--- config.mk ---
export PLATFORM = sky130hd
export DESIGN_NAME = adc_trimmed_mean_filter
export DESIGN_NICKNAME = d
export VERILOG_FILES = /design/src/sv/atmf_pkg.sv /design/src/sv/atmf_state_mem.sv /design/src/sv/atmf_divider.sv /design/src/sv/adc_trimmed_mean_filter.sv
export SDC_FILE = /design/constraint.sdc
export NUM_CORES = 2
export LEC_CHECK = 0
export BUFFER_PORTS_ARGS = -buffer_cell sky130_fd_sc_hd__buf_2
export CAP_MARGIN = 20
export CORE_MARGIN = 2
export CORE_UTILIZATION = 63
export DETAILED_ROUTE_END_ITERATION = 7
export PLACE_DENSITY = 0.75
export SYNTH_ARGS = -nofsm -noshare
export SYNTH_HDL_FRONTEND = slang
export SYNTH_SLANG_ARGS = --single-unit
--- constraint.sdc ---
create_clock -name clk_i -period 8.3 [get_ports clk_i]
set_input_delay 0 -clock clk_i [delete_from_list [all_inputs] [get_ports clk_i]]
set_output_delay 0 -clock clk_i [all_outputs]
set_load 0.01 [all_outputs]
--- src/sv/atmf_pkg.sv ---
`timescale 1ns / 1ps
`default_nettype none

package atmf_pkg;

  localparam int unsigned SAMPLE_BITS = 10;
  localparam int unsigned SUM_W      = 16;
  localparam int unsigned CNT_W      = 6;
  localparam int unsigned WARM_W     = 16;
  localparam int unsigned MASK_W     = 32;
  localparam int unsigned CFG_IDX_W  = 2;
  localparam int unsigned CFG_DATA_W = 32;
  localparam int unsigned DIV_STEPS  = SUM_W;
  localparam int unsigned DIV_CNT_W  = $clog2(DIV_STEPS);

  localparam logic [CNT_W-1:0]  SUM_COUNT_RESET  = 6'd52;
  localparam logic [CNT_W-1:0]  MIN_WINDOW       = 6'd3;
  localparam logic [WARM_W-1:0] TURN_ON_RESET    = 16'd1000;
  localparam logic [MASK_W-1:0] DELAY_MASK_RESET = 32'd384;

  typedef enum logic [1:0] {
    CMD_TICK    = 2'd0,
    CMD_SET_AVG = 2'd1,
    CMD_ON      = 2'd2,
    CMD_OFF     = 2'd3
  } cmd_e;

  typedef enum logic [CFG_IDX_W-1:0] {
    CFG_SUM_COUNT     = 2'd0,
    CFG_TURN_ON_DELAY = 2'd1,
    CFG_DELAY_MASK    = 2'd2
  } cfg_idx_e;

  typedef enum logic [2:0] {
    ST_IDLE,
    ST_READ,
    ST_UPDATE,
    ST_CHECK,
    ST_DIV,
    ST_WRITE,
    ST_DONE
  } state_e;

  typedef struct packed {
    cmd_e                   cmd;
    logic [4:0]             channel;
    logic [SAMPLE_BITS-1:0] sample;
  } in_item_t;

  typedef struct packed {
    logic [4:0]             out_channel;
    logic [SAMPLE_BITS-1:0] average;
    logic                   average_new;
    logic                   on_state;
    logic                   sensor_power;
  } out_item_t;

endpackage

`default_nettype wire

--- src/sv/atmf_state_mem.sv ---
`timescale 1ns / 1ps
`default_nettype none

module atmf_state_mem #(
  parameter int unsigned DEPTH  = 32,
  parameter int unsigned ADDR_W = 5,
  parameter int unsigned DATA_W = 8,
  parameter logic [DATA_W-1:0] RESET_VAL = '0
) (
  input  wire logic              clk_i,
  input  wire logic              rst_ni,
  input  wire logic              rd_en_i,
  input  wire logic [ADDR_W-1:0] rd_addr_i,
  output logic      [DATA_W-1:0] rd_data_o,
  input  wire logic              wr_en_i,
  input  wire logic [ADDR_W-1:0] wr_addr_i,
  input  wire logic [DATA_W-1:0] wr_data_i
);

  logic [DATA_W-1:0] mem [DEPTH];
  logic [DEPTH-1:0]  valid_q;
  logic [DATA_W-1:0] rd_data_q;
  logic              rd_valid_q;

  // entries never written read as their reset value
  always_ff @(posedge clk_i or negedge rst_ni) begin
    if (!rst_ni) begin
      valid_q    <= '0;
      rd_valid_q <= 1'b0;
    end else begin
      if (wr_en_i) begin
        valid_q[wr_addr_i] <= 1'b1;
      end
      if (rd_en_i) begin
        rd_valid_q <= valid_q[rd_addr_i];
      end
    end
  end

  always_ff @(posedge clk_i) begin
    if (wr_en_i) begin
      mem[wr_addr_i] <= wr_data_i;
    end
    if (rd_en_i) begin
      rd_data_q <= mem[rd_addr_i];
    end
  end

  assign rd_data_o = rd_valid_q ? rd_data_q : RESET_VAL;

endmodule

`default_nettype wire

--- src/sv/atmf_divider.sv ---
`timescale 1ns / 1ps
`default_nettype none

module atmf_divider import atmf_pkg::*; (
  input  wire logic             clk_i,
  input  wire logic             rst_ni,
  input  wire logic             start_i,
  input  wire logic [SUM_W-1:0] dividend_i,
  input  wire logic [CNT_W-1:0] divisor_i,
  output logic                  done_o,
  output logic      [SUM_W-1:0] quotient_o
);

  logic                 busy_q;
  logic                 done_q;
  logic [DIV_CNT_W-1:0] step_q;
  logic [CNT_W-1:0]     rem_q;
  logic [CNT_W-1:0]     rem_d;
  logic [CNT_W-1:0]     dsr_q;
  logic [SUM_W-1:0]     quo_q;
  logic [CNT_W:0]       trial;
  logic                 fits;

  // restoring division, one quotient bit per cycle
  assign trial = {rem_q, quo_q[SUM_W-1]};
  assign fits  = trial >= {1'b0, dsr_q};
  assign rem_d = fits ? CNT_W'(trial - {1'b0, dsr_q}) : CNT_W'(trial);

  always_ff @(posedge clk_i or negedge rst_ni) begin
    if (!rst_ni) begin
      busy_q <= 1'b0;
      done_q <= 1'b0;
      step_q <= '0;
    end else begin
      done_q <= 1'b0;
      if (start_i) begin
        busy_q <= 1'b1;
        step_q <= '0;
      end else if (busy_q) begin
        step_q <= step_q + 1'b1;
        if (step_q == DIV_CNT_W'(DIV_STEPS - 1)) begin
          busy_q <= 1'b0;
          done_q <= 1'b1;
        end
      end
    end
  end

  always_ff @(posedge clk_i) begin
    if (start_i) begin
      quo_q <= dividend_i;
      rem_q <= '0;
      dsr_q <= divisor_i;
    end else if (busy_q) begin
      quo_q <= {quo_q[SUM_W-2:0], fits};
      rem_q <= rem_d;
    end
  end

  assign done_o     = done_q;
  assign quotient_o = quo_q;

endmodule

`default_nettype wire

--- src/sv/adc_trimmed_mean_filter.sv ---
`timescale 1ns / 1ps
`default_nettype none

// Multi-channel ADC averager with an olympic trimmed mean: each channel
// collects sum_count samples (at least three), drops the lowest and highest,
// and stores (sum - min - max) / (count - 2) as its average. Every request
// returns one result with the channel's average, on state and sensor power
// drive. Requests are handled one at a time; an item that completes a window
// also waits for the 16-step bit-serial divider. Per-channel state sits in a
// state memory with a read and a write port and per-entry valid bits, so it
// is ready right after reset with no clearing pass. A finished result waits
// in the output register while the next request is accepted. Configuration
// writes are taken in every cycle and must only be issued while the block is
// idle.
module adc_trimmed_mean_filter import atmf_pkg::*; #(
  parameter int unsigned NUM_CHANNELS = 32
) (
  input  wire logic                  clk_i,
  input  wire logic                  rst_ni,
  input  wire logic                  in_valid_i,
  output logic                       in_ready_o,
  input  wire in_item_t              in_req_i,
  output logic                       out_valid_o,
  input  wire logic                  out_ready_i,
  output out_item_t                  out_rsp_o,
  input  wire logic                  cfg_valid_i,
  output logic                       cfg_ready_o,
  input  wire logic [CFG_IDX_W-1:0]  cfg_index_i,
  input  wire logic [CFG_DATA_W-1:0] cfg_data_i
);

  localparam int unsigned AddrW = (NUM_CHANNELS > 1) ? $clog2(NUM_CHANNELS) : 1;
  localparam logic [SAMPLE_BITS:0] MinReset = {1'b1, {SAMPLE_BITS{1'b0}}};

  typedef struct packed {
    logic [SUM_W-1:0]       sum;
    logic [CNT_W-1:0]       cnt;
    logic [SAMPLE_BITS:0]   min;
    logic [SAMPLE_BITS-1:0] max;
    logic [SAMPLE_BITS-1:0] avg;
    logic                   en;
    logic [WARM_W-1:0]      warm;
  } entry_t;

  localparam int unsigned EntryW = $bits(entry_t);
  localparam entry_t EntryReset = '{
    sum:  '0,
    cnt:  '0,
    min:  MinReset,
    max:  '0,
    avg:  '0,
    en:   1'b1,
    warm: TURN_ON_RESET
  };

  state_e                 state_q, state_d;
  in_item_t               item_q;
  logic                   in_range_q;
  logic                   fresh_q;
  entry_t                 w_q;
  entry_t                 upd;
  entry_t                 rd_entry;
  logic [EntryW-1:0]      rd_data;
  out_item_t              out_q, out_d;
  logic                   out_valid_q;

  logic [CNT_W-1:0]       sum_count_q;
  logic [WARM_W-1:0]      turn_on_delay_q;
  logic [MASK_W-1:0]      delay_mask_q;
  logic [CNT_W-1:0]       eff;

  logic                   accept;
  logic                   req_in_range;
  logic                   mem_rd_en;
  logic                   mem_wr_en;
  logic                   div_start;
  logic                   div_done;
  logic [SUM_W-1:0]       quotient;
  logic                   out_load;
  logic                   complete;
  logic                   switched;
  logic [SAMPLE_BITS-1:0] smp;
  logic [AddrW-1:0]       addr;

  assign cfg_ready_o = 1'b1;

  always_ff @(posedge clk_i or negedge rst_ni) begin
    if (!rst_ni) begin
      sum_count_q     <= SUM_COUNT_RESET;
      turn_on_delay_q <= TURN_ON_RESET;
      delay_mask_q    <= DELAY_MASK_RESET;
    end else if (cfg_valid_i) begin
      case (cfg_index_i)
        CFG_SUM_COUNT:     sum_count_q     <= CNT_W'(cfg_data_i);
        CFG_TURN_ON_DELAY: turn_on_delay_q <= WARM_W'(cfg_data_i);
        CFG_DELAY_MASK:    delay_mask_q    <= MASK_W'(cfg_data_i);
        default: ;
      endcase
    end
  end

  assign eff          = (sum_count_q < MIN_WINDOW) ? MIN_WINDOW : sum_count_q;
  assign accept       = in_valid_i && in_ready_o;
  assign req_in_range = 32'(in_req_i.channel) < NUM_CHANNELS;
  assign smp          = SAMPLE_BITS'(item_q.sample);
  assign addr         = AddrW'(item_q.channel);
  assign switched     = delay_mask_q[item_q.channel];
  assign rd_entry     = entry_t'(rd_data);
  assign complete     = (item_q.cmd == CMD_TICK) && (w_q.cnt >= eff);

  atmf_state_mem #(
    .DEPTH    (NUM_CHANNELS),
    .ADDR_W   (AddrW),
    .DATA_W   (EntryW),
    .RESET_VAL(EntryReset)
  ) u_state_mem (
    .clk_i    (clk_i),
    .rst_ni   (rst_ni),
    .rd_en_i  (mem_rd_en),
    .rd_addr_i(addr),
    .rd_data_o(rd_data),
    .wr_en_i  (mem_wr_en),
    .wr_addr_i(addr),
    .wr_data_i(w_q)
  );

  atmf_divider u_divider (
    .clk_i     (clk_i),
    .rst_ni    (rst_ni),
    .start_i   (div_start),
    .dividend_i(SUM_W'(w_q.sum - SUM_W'(w_q.min) - SUM_W'(w_q.max))),
    .divisor_i (CNT_W'(w_q.cnt - CNT_W'(2))),
    .done_o    (div_done),
    .quotient_o(quotient)
  );

  always_comb begin
    state_d = state_q;
    case (state_q)
      ST_IDLE: begin
        if (in_valid_i) begin
          state_d = req_in_range ? ST_READ : ST_DONE;
        end
      end
      ST_READ:   state_d = ST_UPDATE;
      ST_UPDATE: state_d = ST_CHECK;
      ST_CHECK:  state_d = complete ? ST_DIV : ST_WRITE;
      ST_DIV: begin
        if (div_done) begin
          state_d = ST_WRITE;
        end
      end
      ST_WRITE:  state_d = ST_DONE;
      ST_DONE: begin
        if (!out_valid_q || out_ready_i) begin
          state_d = ST_IDLE;
        end
      end
      default:   state_d = ST_IDLE;
    endcase
  end

  always_comb begin
    in_ready_o = 1'b0;
    mem_rd_en  = 1'b0;
    mem_wr_en  = 1'b0;
    div_start  = 1'b0;
    out_load   = 1'b0;
    case (state_q)
      ST_IDLE:  in_ready_o = 1'b1;
      ST_READ:  mem_rd_en  = 1'b1;
      ST_CHECK: div_start  = complete;
      ST_WRITE: mem_wr_en  = 1'b1;
      ST_DONE:  out_load   = !out_valid_q || out_ready_i;
      default: ;
    endcase
  end

  always_comb begin
    upd = rd_entry;
    case (item_q.cmd)
      CMD_TICK: begin
        if (!rd_entry.en) begin
          if (switched) begin
            upd.warm = turn_on_delay_q;
          end
          upd.sum = '0;
          upd.cnt = '0;
          upd.min = MinReset;
          upd.max = '0;
        end else if (switched && rd_entry.warm != '0) begin
          upd.warm = rd_entry.warm - 1'b1;
        end else if (rd_entry.cnt < eff) begin
          upd.sum = rd_entry.sum + SUM_W'(smp);
          upd.cnt = rd_entry.cnt + 1'b1;
          if ({1'b0, smp} < rd_entry.min) begin
            upd.min = {1'b0, smp};
          end
          if (smp > rd_entry.max) begin
            upd.max = smp;
          end
        end
      end
      CMD_SET_AVG: upd.avg = smp;
      CMD_ON:      upd.en  = 1'b1;
      CMD_OFF:     upd.en  = 1'b0;
      default: ;
    endcase
  end

  always_comb begin
    out_d             = '0;
    out_d.out_channel = item_q.channel;
    if (in_range_q) begin
      out_d.average      = w_q.avg;
      out_d.average_new  = fresh_q;
      out_d.on_state     = w_q.en;
      out_d.sensor_power = switched && w_q.en;
    end
  end

  always_ff @(posedge clk_i or negedge rst_ni) begin
    if (!rst_ni) begin
      state_q     <= ST_IDLE;
      out_valid_q <= 1'b0;
      fresh_q     <= 1'b0;
    end else begin
      state_q <= state_d;
      if (out_load) begin
        out_valid_q <= 1'b1;
      end else if (out_ready_i) begin
        out_valid_q <= 1'b0;
      end
      if (accept) begin
        fresh_q <= 1'b0;
      end else if (state_q == ST_DIV && div_done) begin
        fresh_q <= 1'b1;
      end
    end
  end

  always_ff @(posedge clk_i) begin
    if (accept) begin
      item_q     <= in_req_i;
      in_range_q <= req_in_range;
    end
    if (state_q == ST_UPDATE) begin
      w_q <= upd;
    end else if (state_q == ST_DIV && div_done) begin
      w_q.avg <= SAMPLE_BITS'(quotient);
      w_q.sum <= '0;
      w_q.cnt <= '0;
      w_q.min <= MinReset;
      w_q.max <= '0;
    end
    if (out_load) begin
      out_q <= out_d;
    end
  end

  assign out_valid_o = out_valid_q;
  assign out_rsp_o   = out_q;

  a_div_done_in_div : assert property (@(posedge clk_i) disable iff (!rst_ni)
    div_done |-> state_q == ST_DIV)
    else $error("divider finished outside the divide phase");

  a_write_in_range : assert property (@(posedge clk_i) disable iff (!rst_ni)
    mem_wr_en |-> in_range_q)
    else $error("state write for a channel out of range");

  a_new_avg_on : assert property (@(posedge clk_i) disable iff (!rst_ni)
    out_valid_o && out_rsp_o.average_new |-> out_rsp_o.on_state)
    else $error("new average reported on a disabled channel");

  a_accept_leaves_idle : assert property (@(posedge clk_i) disable iff (!rst_ni)
    accept |=> state_q != ST_IDLE)
    else $error("request accepted but sequencer stayed idle");

endmodule

`default_nettype wire

# After elaboration in Yosys (flattened, before gate mapping)
# Memories as Yosys holds them, arrays and structs flattened. A register that Yosys moved wholly into a read port is not among the register bits.
# Index checks and enable logic that the tools add are counted.
[word_totals]
register_bits = 231
output_inout_bits = 21
inputBits = 56
memories = 1
ramBits = 2240
[op_classes]
n_reduce_logical = 20
order_cmp = 8
n_eq_ne = 15
bitwise_logic = 1
mux = 49
n_addsub = 8
[mem_list]
columns = ["memory", "depth", "width", "read_ports", "rd_ports_with_merged_regs", "wr", "line", "rtl"]
rows = [
  ["u_state_mem.mem", 32, 70, 1, 1, 1, "atmf_state_mem.sv:20", "logic [DATA_W-1:0] mem [DEPTH];"],
]
[op_table]
columns = ["operator", "n"]
rows = [
  ["two-way mux 43 bit", 4],
  ["two-way mux 53 bit", 2],
  ["two-way mux 16 bit", 6],
  ["two-way mux 70 bit", 1],
  ["bitwise OR 32 bit", 1],
  ["two-way mux 1 bit", 21],
  ["one-hot mux 3 bit (7 select lines)", 1],
  ["two-way mux 10 bit", 2],
  ["adder 16 x 10 -> 16 bit", 1],
  ["nonzero test 16 bit", 1],
  ["subtractor 16 x 1 -> 16 bit, second input constant", 1],
  ["subtractor 16 x 10 -> 16 bit", 1],
  ["subtractor 16 x 11 -> 16 bit", 1],
  ["two-way mux 6 bit", 2],
  ["less-than comparator 10 x 11 -> 1 bit", 1],
  ["two-way mux 11 bit", 1],
  ["binary-select mux 1 bit (select 5 bit)", 2],
  ["> comparator 10 bit", 1],
  ["equality test 3 bit, second input constant", 3],
  ["two-way mux 3 bit", 3],
  ["two-way mux 4 bit", 2],
  ["nonzero test 2 bit", 4],
  [">= comparator 7 x 6 -> 1 bit", 1],
  ["adder 6 x 1 -> 6 bit, second input constant", 1],
  ["other kinds (24)", 37],
]

# Depth between registers and ports, before layout
[depth]
depth_word = 8
depth_mapped = 14
ltp_nobuf = 11

# Modules after synthesis
# From an unflattened synthesis, not the netlist that was laid out.
[hier_totals]
hier_cells = 4456
hier_area_um2 = 99933.3
[by_module_without_submodules]
columns = ["module", "cells_per_inst", "instances", "area_each_um2", "seq_area_each_um2"]
rows = [
  ["atmf_state_mem", 3474, 1, 88693.8, 70192.3],
  ["adc_trimmed_mean_filter", 847, 1, 9544.2, 4643.2],
  ["atmf_divider", 135, 1, 1695.4, 930.9],
]

# Least setup slack after synthesis
# No wires, ideal clock.
[synth_timing]
kind = "reg2reg"
from = "reg item_q (netlist bit addr[0])"
to = "mem u_state_mem.mem[11][0] (netlist name) (enable)"
synth_period_minus_slack_ps = 5802
arrival_ps = 5303
path_slack_ps = 2498
setup_ps = 500
stages_incl_launch_ff = 8
required_ps = 7800
path_buffers = 5
path_cell_list = "edfxtp_1 buf_4 buf_2 buf_2 buf_1 buf_1 nand3_1 nor2_1"
[synth_rtl]
columns = ["item", "line", "rtl"]
rows = [
  ["start: declaration", "adc_trimmed_mean_filter.sv:57", "in_item_t item_q;"],
  ["start signal: assignment", "adc_trimmed_mean_filter.sv:244", "item_q <= in_req_i;"],
  ["end: declaration", "atmf_state_mem.sv:20", ""],
]
# No word-level cell before the write port.

# Final worst setup path
[layout_timing]
from = "reg u_state_mem.rd_valid_q"
to = "reg w_q[57] (netlist name) (data pin)"
[layout_between]
elab_chain_cells = 7
[layout_lines]
columns = ["item", "line", "rtl"]
rows = [
  ["start: declaration", "atmf_state_mem.sv:23", "logic rd_valid_q;"],
  ["start signal: assignment", "atmf_state_mem.sv:35", "rd_valid_q <= valid_q[rd_addr_i];"],
  ["two-way mux 70 bit *", "atmf_state_mem.sv:49", "assign rd_data_o = rd_valid_q ? rd_data_q : RESET_VAL;"],
  ["adder 16 x 10 -> 16 bit (tied with other cells)", "adc_trimmed_mean_filter.sv:194", "upd.sum = rd_entry.sum + SUM_W'(smp);"],
  ["two-way mux 43 bit or logical AND 1 bit (tied branches)", "adc_trimmed_mean_filter.sv:193, adc_trimmed_mean_filter.sv:191", ""],
  ["two-way mux 43 bit", "adc_trimmed_mean_filter.sv:191", "end else if (switched && rd_entry.warm != '0) begin"],
  ["two-way mux 43 bit", "adc_trimmed_mean_filter.sv:183", "if (!rd_entry.en) begin"],
  ["two-way mux 43 bit *", "adc_trimmed_mean_filter.sv:181", "case (item_q.cmd)"],
  ["two-way mux 53 bit *", "adc_trimmed_mean_filter.sv:247", "if (state_q == ST_UPDATE) begin"],
  ["end signal: assignment", "adc_trimmed_mean_filter.sv:248", "w_q <= upd;"],
  ["end: declaration", "adc_trimmed_mean_filter.sv:60", "entry_t w_q;"],
]
# Mark *: on every way between the ends. The rest lies on a longest branch, timed or not.
# A chain may end at the register's enable or synchronous reset.

==> flow_summary.json <==
{
  "synthesis.area_um2": 98400,
  "synthArstFlopShare": 0.0386,
  "cts_buffers": 234,
  "multi_input_area_um2": 21800,
  "hold_path_class": "input port to register",
  "post-route-cell-area_um2": 112000,
  "clock_latency_ps": 890,
  "crit_path_start_kind": "register",
  "slew_headroom": 0.211,
  "slowest_delay_ps": 750,
  "routed_wl_um": 271000,
  "layout_min_cycle_time_ps": 4360,
  "netlist.area_leader.share": 0.743,
  "synth.largest_area_cell": "edfxtp_1",
  "arrival_ps": 4960,
  "use_met2": 0.530,
  "grt_pass1_wl_um": 380000,
  "slew_viol_final": 0,
  "grt_pass1_vias": 51807,
  "viasPerCell": 7.29,
  "die_x_um": 399,
  "synth_seq_cells": 2541,
  "htreeDepth": 4,
  "ys.flop_type": "edfxtp_1",
  "clock_sinks": 2541,
  "rsz0062_at_grt": "false",
  "r2r_slack_ps": 3940,
  "portBuffers": 75,
  "met1_usage": 0.491,
  "tns_ps": 0,
  "worst-setup-path-type": "register to register",
  "slowest_stage": "dfrtp_4",
  "cts_buffer_depth": 3,
  "seq_area_um2": 75800,
  "postCtsSetupRepairBufs": 0,
  "p_leak_nw": 35.9,
  "crit_path_cell_trace": "buf_4, and2_1, ha_1, a21oi_1, nor2b_1, o21ai_0, nand2_1, a211oi_1, nor2_1, a22o_1",
  "start_util": 0.632,
  "final_common_cell": "edfxtp_1",
  "row_count": 145,
  "cts_tree": "done",
  "yosysWarnings": 0,
  "skew_ps": 53.3,
  "syn_inst": 4653,
  "die_h_um": 399,
  "cp-end-kind": "register",
  "grt_use_met3": 0.0709,
  "fill_cells": 8649,
  "route.detailed.drc": 0,
  "drt_iter0_drc": 8862,
  "mostFrequentLayoutCells": "2437 x edfxtp_1, 570 x mux4_2, 280 x a22oi_1, 236 x clkbuf_16, 122 x dlygate4sd3_1",
  "synth-edff-count": 2437,
  "placed_area_um2": 102000,
  "track_usage": 0.342,
  "ir_drop_mv": 0.285,
  "max_freq_mhz": 229,
  "status": "finished clean",
  "first_pass_iters": 8,
  "synth_cell_types": 80,
  "synth_seq_area_share": 0.770,
  "final_layout_size_suffix_gt1_frac": 0.246,
  "hold_viol_final": 0,
  "core_area_um2": 156000,
  "nets": 5128,
  "wl_per_cell_um": 37.4,
  "grt_overflow": 0,
  "required_ps": 8900,
  "place.gp.congestion": 0.930,
  "p_per_area_nw_per_um2": 295,
  "syn-num-nets": 4787,
  "grt_max_degree": 130,
  "area_growth_pct": 13.3,
  "die_area_um2": 159000,
  "synth.avg_cell_area_um2": 21.2,
  "path_clk_slew_ps": 60,
  "busiest_layer": "met2",
  "fin_crit_sh": 0.525,
  "io_pins": 77,
  "antenna_found_initial": 10,
  "cts-root-buf": "clkbuf_16",
  "worst_pin_slew_ps": 1180,
  "worstPathMaxFanout": 55,
  "final_util": 0.717,
  "setup_viol": 0,
  "place_hpwl_um": 132000,
  "num_vias": 52905,
  "ant_nets": 0,
  "ys_top_cells_by_area": "edfxtp_1 74%, mux4_2 13%, dfrtp_1 2.2%",
  "cap_violations": 0
}
==> critical path, delay by kind of cell (launching register included) <==
kind | cells | cell delay (ps)
AOI/OAI and AO/OA | 4 | 1530
buffers and inverters | 1 | 580
adders and majority gates | 1 | 240
DFF | 1 | 750
and+or+nand+nor | 4 | 980
==> metal layers <==
| layer | routed length [um] | part of all wire |
|---|---|---|
| met1 | 95500 | 0.35 |
| met2 | 128000 | 0.47 |
| met3 | 35700 | 0.13 |
| met4 | 11600 | 0.043 |
| met5 | 89 | 0.00033 |
==> layout make-up <==
| cell class | count | share of cell area |
|---|---|---|
| inverters | 72 | 0.00242 |
| repair buffers | 342 | 0.0312 |
| well taps | 2058 | 0.0231 |
| clock inverters | 144 | 0.0133 |
| diodes | 5 | 0.000112 |
| multi-input cells | 1803 | 0.195 |
| clock buffers | 294 | 0.0552 |
| flip-flops and latches | 2541 | 0.679 |
==> cell families (layout without fill, tap and decap cells) <==
family,Yosys count,in the layout,share of synthesized area
compound gates,512,512,0.0375
xor+xnor,33,33,0.00294
fa+ha+maj,78,78,0.0108
buf+inv,309,852,0.0120
flops,2541,2541,0.770
mux,650,650,0.139
other cells,1,6,0.0000381
simple gates,529,529,0.0279
==> through the flow <==
stage	power, mW	worst slack (ps)	hold slack [ps]	instances
2_1_floorplan	19.8	2500	-296	4653
3_3_place_gp	21.7	4070	4.71	6661
3_5_place_dp	21.9	4020	10.8	6663
4_1_cts	32.5	3960	11.7	7224
5_1_grt	33.8	3660	97.3	7255
6_report	32.9	3940	100	7259
==> power breakdown <==
| group | internal [mW] | leakage (nW) | switching (mW) |
|---|---|---|---|
| combinational | 2.11 | 8.93 | 3.30 |
| sequential | 15.7 | 23.2 | 1.04 |
| clock | 5.98 | 3.71 | 4.73 |
| total | 23.8 | 35.9 | 9.07 |
==> worst paths after layout <==
kind | startpoint | end | cells after the start
setup / recovery | u_state_mem.rd_valid_q | w_q[57] | 10
hold / removal | in_valid_i | fresh_q | 5
setup reg to reg | u_state_mem.rd_valid_q | w_q[57] | 10
hold reg to reg | u_divider.rem_q[5] | u_divider.rem_q[5] | 2
max in group asynchronous | rst_ni | u_state_mem.rd_valid_q | 4
min in group asynchronous | rst_ni | delay_mask_q[8] | 3
==> repair_timing <==
action,in CTS,in global routing
resized for setup,0,0
hold endpoints to repair,197,0
hold buffers,123,0
==> sequential cells by signal, indices dropped and copies added, names as in the netlist <==
name / cells
out_rsp_o: 18
item_q: 2
u_divider.done_o: 1
u_divider.step_q: 4
u_state_mem.rd_data_q: 70
addr: 5
out_valid_o: 1
state_q: 3
u_divider.quotient_o: 16
turn_on_delay_q: 16
u_divider.busy_q: 1
w_q: 70
u_divider.dsr_q: 6
sum_count_q: 6
u_state_mem.valid_q: 32
u_divider.rem_q: 6
u_state_mem.rd_valid_q: 1
delay_mask_q: 32
fresh_q: 1
u_state_mem.mem: 2240
smp: 10
==> synthesized netlist by cell type (6+ instances only) <==
cell       number
dfstp_2        11
inv_1          71
ha_1           66
nand2_1       109
a211oi_1        9
o2111ai_1       6
clkbuf_1      161
edfxtp_1     2437
xnor2_1        19
buf_1          68
nand3b_1        7
mux2_2         54
nand2b_1       15
nand4_1        86
nand3_1        51
a21oi_1        48
o21ai_0        53
a21o_1         12
a32o_1         11
a22o_1         10
a22oi_1       280
nor3_1         26
xor2_1         14
o22ai_1         6
or2_2          40
or4_1           7
and2_1         21
and3_1         14
or3_1          22
mux4_2        570
mux2i_1        26
nor2_1        106
dfrtp_1        87
a31oi_1        22
fa_1           12
dfxtp_1         6
No activity file was read; power rests on OpenSTA's default activity.
